==> config.mk <==
export PLATFORM = sky130hd
export DESIGN_NAME = sgm_ctrl
export DESIGN_NICKNAME = d
export VERILOG_FILES = /design/src/rtl/sgm_pkg.sv /design/src/rtl/sgm_ctrl.sv
export SDC_FILE = /design/constraint.sdc
export NUM_CORES = 1
export LEC_CHECK = 0
export BUFFER_PORTS_ARGS = -buffer_cell sky130_fd_sc_hd__buf_2
export CAP_MARGIN = 5
export CORE_AREA = 5 5 42 44
export CTS_BUF_LIST = sky130_fd_sc_hd__clkbuf_8
export DETAILED_ROUTE_END_ITERATION = 10
export DIE_AREA = 0 0 47 49
export SYNTH_ARGS = -nofsm -noshare
export SYNTH_HDL_FRONTEND = slang
export SYNTH_SLANG_ARGS = --single-unit
==> constraint.sdc <==
create_clock -name i_clk -period 2.2 [get_ports i_clk]
set_input_delay 0.11 -clock i_clk [delete_from_list [all_inputs] [get_ports i_clk]]
set_output_delay 0.11 -clock i_clk [all_outputs]
set_load 0.02 [all_outputs]
==> src/rtl/sgm_pkg.sv <==
// shared types and constants for the sobel gradient magnitude block
package sgm_pkg;

    localparam int MAX_WIDTH_DEF = 1024;
    localparam int HEIGHT_LIMIT  = 4096;

    localparam int CFG_WIDTH_W  = 11;
    localparam int CFG_HEIGHT_W = 13;
    localparam int CFG_DATA_W   = 13;
    localparam int CFG_IDX_W    = 1;
    localparam int ROW_W        = 13;
    localparam int PIX_W        = 8;
    localparam int GRAD_W       = 10;
    localparam int SQ_SUM_W     = 21;
    localparam int RAD_W        = 24;
    localparam int REM_W        = 13;
    localparam int MAG_W        = 12;
    localparam int TDATA_IN_W   = 8;
    localparam int TDATA_OUT_W  = 16;
    localparam int ROOT_STEPS   = 12;
    localparam int CNT_W        = 4;

    localparam logic [CFG_IDX_W-1:0] REG_IMAGE_WIDTH  = 1'b0;
    localparam logic [CFG_IDX_W-1:0] REG_IMAGE_HEIGHT = 1'b1;

    localparam logic CMD_SAMPLE = 1'b0;
    localparam logic CMD_FLUSH  = 1'b1;

    typedef enum logic [2:0] {
        S_IDLE,
        S_UPD,
        S_GRAD,
        S_SQR,
        S_ROOT,
        S_DONE
    } t_state;

    typedef struct packed {
        logic accept;
        logic update;
        logic grad;
        logic square;
        logic root_step;
        logic load;
    } t_dp_cmd;

    typedef struct packed {
        logic skip;
        logic has_result;
        logic out_free;
    } t_dp_sts;

endpackage

==> src/rtl/sgm_ctrl.sv <==
// controller state machine sequencing one transaction through the datapath
module sgm_ctrl
    import sgm_pkg::*;
(
    input  logic    i_clk,
    input  logic    i_rst_n,
    input  logic    i_s_tvalid,
    output logic    o_s_tready,
    input  t_dp_sts i_sts,
    output t_dp_cmd o_cmd
);

    t_state           r_state;
    t_state           n_state;
    logic [CNT_W-1:0] r_cnt;
    logic [CNT_W-1:0] n_cnt;

    always_ff @(posedge i_clk) begin
        if (!i_rst_n) begin
            r_state <= S_IDLE;
            r_cnt   <= '0;
        end else begin
            r_state <= n_state;
            r_cnt   <= n_cnt;
        end
    end

    always_comb begin
        n_state = r_state;
        case (r_state)
            S_IDLE: begin
                if (i_s_tvalid) begin
                    n_state = S_UPD;
                end
            end
            S_UPD: begin
                if (i_sts.skip || !i_sts.has_result) begin
                    n_state = S_IDLE;
                end else begin
                    n_state = S_GRAD;
                end
            end
            S_GRAD: n_state = S_SQR;
            S_SQR:  n_state = S_ROOT;
            S_ROOT: begin
                if (r_cnt == CNT_W'(ROOT_STEPS - 1)) begin
                    n_state = S_DONE;
                end
            end
            S_DONE: begin
                if (i_sts.out_free) begin
                    n_state = S_IDLE;
                end
            end
            default: n_state = S_IDLE;
        endcase
    end

    always_comb begin
        o_cmd = '0;
        n_cnt = '0;
        case (r_state)
            S_IDLE: o_cmd.accept = i_s_tvalid;
            S_UPD:  o_cmd.update = 1'b1;
            S_GRAD: o_cmd.grad   = 1'b1;
            S_SQR:  o_cmd.square = 1'b1;
            S_ROOT: begin
                o_cmd.root_step = 1'b1;
                n_cnt           = r_cnt + 1'b1;
            end
            S_DONE: o_cmd.load = i_sts.out_free;
            default: o_cmd = '0;
        endcase
    end

    assign o_s_tready = (r_state == S_IDLE);

endmodule

==> impl_metrics.toml <==
[global_routing]
track_usage_pct = 6.98
grt_pass1_vias = 290
antenna_found_initial = 0
grt_pass1_wl_microns = 1160
grt_max_degree = 11
grt-ovfl-total = 0

[floorplan]
die-area_sq_um = 2300
die_y_microns = 49
io_pins = 13
dieWidth_microns = 47
rows = 14
coreArea_sq_um = 1400
start_util_pct = 27.2

[route]
wirelength_microns = 718
ant_nets = 0
wire_per_inst_microns = 10.4
dr.pass1.iters = 2
drc = 0
viasPerCell = 4.39
drt_iter0_markers = 4
num_vias = 303

[placement]
place_congestion = 0.720
post_dp_cell_area_sq_um = 432
dp_hpwl_microns = 541
io_buffers = 12

[layout]
multiInputGateArea_sq_um = 204
final_util_pct = 34.0
fin_area_sq_um = 477
nNetsFinal = 61
final-seq-area_sq_um = 140
layout-drive-gt1-share_pct = 39.6
diodes = 0
fill_cells = 158
syn2layout_area_growth_pct = 24.9

[clock_tree]
clock_latency_ns = 0.23
cts.path.max_buffers = 2
cts_root_buf = "clkbuf_8"
postCtsSetupBuffers = 0
cts.sinks = 7
holdBufCountCts = 0
htreeDepth = 1
post_cts_resized = 0
cts_tree = "yes"
path_clk_slew_ns = 0.04
cts_buffers = 3

[yosys]
netlist.area_leader.share_pct = 36.7
syn_area_per_cell_sq_um = 9.54
synthArstFlopShare_pct = 0
yosys_register_bits = 7
synth_nets = 47
ys_types = 25
synth_edf_count = 0
synth_area_sq_um = 382
yosys-top-cells-area = "dfxtp_1, buf_6, nor3b_4"
synthFlopType = "dfxtp_1"
synthMostInstantiatedCell = "dfxtp_1"
yosysSeqAreaShare_pct = 36.7
synthCells = 40
yosys-top-cells-count = "dfxtp_1, nor2_1, nand2_1"
yosys.area.top_type = "dfxtp_1"
ys_warn_count = 0

[critical_path]
reg2reg_depth = 2
criticalPathCategory = "flop to primary output"
required_ns = 2.09
cp.arrival_ns = 1.25
cp_max_fo = 9
startpoint_type = "flop"
cp-end-kind = "primary output"

[power]
power.share.switching_pct = 22.8
seq_power_share_pct = 39.8
p_sw_mw = 0.0776
pwr-share-comb_pct = 8.4
p_clk_share_pct = 51.8
irDropWorstVdd_uv = 293
leakagePower_nw = 0.215
internal_power_mw = 0.262
pwr_density_cell_nw_per_um2 = 713

[sta]
fin_crit_ns = 1.36
fmax_ghz = 0.733
slew_headroom_pct = 72.7
fin_worst_skew_ns = 0.00313
rsz0062_at_grt = "no"
tns_ns = 0
setup_viol = 0
finalMaxSlewViolations = 0
final_hold_viol_count = 0
tightest_slew_ns = 0.409
fin_crit_sh_pct = 62.0

[run]
max_cap_violations = 0

[min_path]
hold_class = "primary input to flop"
min_path_cells = 2

[outcome]
status = "finished clean"
==> area by class of cell <==
class / instances / area share (%)
Multi-Input combinational cell: 28 / 42.8
Sequential cell: 7 / 29.4
Timing Repair Buffer: 12 / 12.6
Clock buffer: 3 / 8.66
Tap cell: 16 / 4.20
Inverter: 2 / 1.57
Clock inverter: 1 / 0.787
==> worst max-delay path: stages (launching register included) <==
cell	delay, ns
dfxtp_1	0.48
nor2b_4	0.22
and3_2	0.17
buf_2	0.15
==> flip-flops by register name, indices dropped and copies added (netlist names) <==
signal,cells
r_cnt,4
r_state,3
==> layer usage <==
metal / part of all wire (%) / up-vias / global-route usage [%]
met5: 0 / - / 0
met4: 2.9 / 0 / 5.53
met3: 8.6 / 3 / 2.95
met2: 37 / 13 / 8.14
met1: 51 / 124 / 9.49
li1: - / 163 / -
==> cells by family (layout without fill, tap and decap cells) <==
| kind of cell | after synthesis | in the layout | synth area share (%) |
|---|---|---|---|
| DFF | 7 | 7 | 36.7 |
| AOI/OAI and AO/OA | 5 | 5 | 9.51 |
| buffers and inverters | 5 | 18 | 9.84 |
| xor gates and xnor gates | 2 | 2 | 4.59 |
| adders and majority gates | 1 | 1 | 3.28 |
| and+or+nand+nor | 20 | 20 | 36.1 |
==> per-stage QoR <==
| stage | worst slack [ns] | cells | hold WS, ns | power (mW) |
|---|---|---|---|---|
| floorplan | 0.796 | 40 | 0.227 | 0.157 |
| global placement | 1.10 | 65 | 0.350 | 0.166 |
| detailed placement | 1.09 | 65 | 0.345 | 0.166 |
| CTS | 0.821 | 69 | 0.112 | 0.345 |
| global route | 0.748 | 69 | 0.123 | 0.356 |
| finish | 0.836 | 69 | 0.113 | 0.340 |
==> power by group through the flow <==
stage | registers [mW] | logic (mW) | clock network (mW)
after floorplan | 0.132 | 0.0243 | 0
after global placement | 0.137 | 0.0287 | 0
after detailed placement | 0.137 | 0.0288 | 0
after CTS | 0.135 | 0.0290 | 0.181
after global routing | 0.136 | 0.0314 | 0.189
final | 0.135 | 0.0286 | 0.176
==> worst paths after layout <==
check / start / endpoint / slack [ns]
setup / recovery: r_state[2]$_SDFFE_PN0P_ / o_cmd[0] / 0.84
hold / removal: i_sts[0] / r_state[0]$_SDFFE_PN0P_ / 0.11
setup reg to reg: r_state[1]$_SDFFE_PN0P_ / r_state[0]$_SDFFE_PN0P_ / 1.08
hold reg to reg: r_cnt[0]$_SDFF_PN0_ / r_cnt[0]$_SDFF_PN0_ / 0.45
==> cells in the final DEF, fill, tap and decap left out, drive strengths merged <==
master | netlist | layout
a21oi | 2 | 2
and2 | 1 | 1
and3 | 2 | 2
and3b | 1 | 1
buf | 3 | 12
clkbuf | 0 | 3
dfxtp | 7 | 7
ha | 1 | 1
inv | 2 | 3
nand2 | 4 | 4
nand3 | 1 | 1
nor2 | 4 | 4
nor2b | 1 | 1
nor3 | 3 | 3
nor3b | 2 | 2
nor4bb | 1 | 1
o311ai | 1 | 1
o31a | 1 | 1
o32ai | 1 | 1
xnor2 | 1 | 1
xor2 | 1 | 1
No activity file was read; power rests on OpenSTA's default activity.
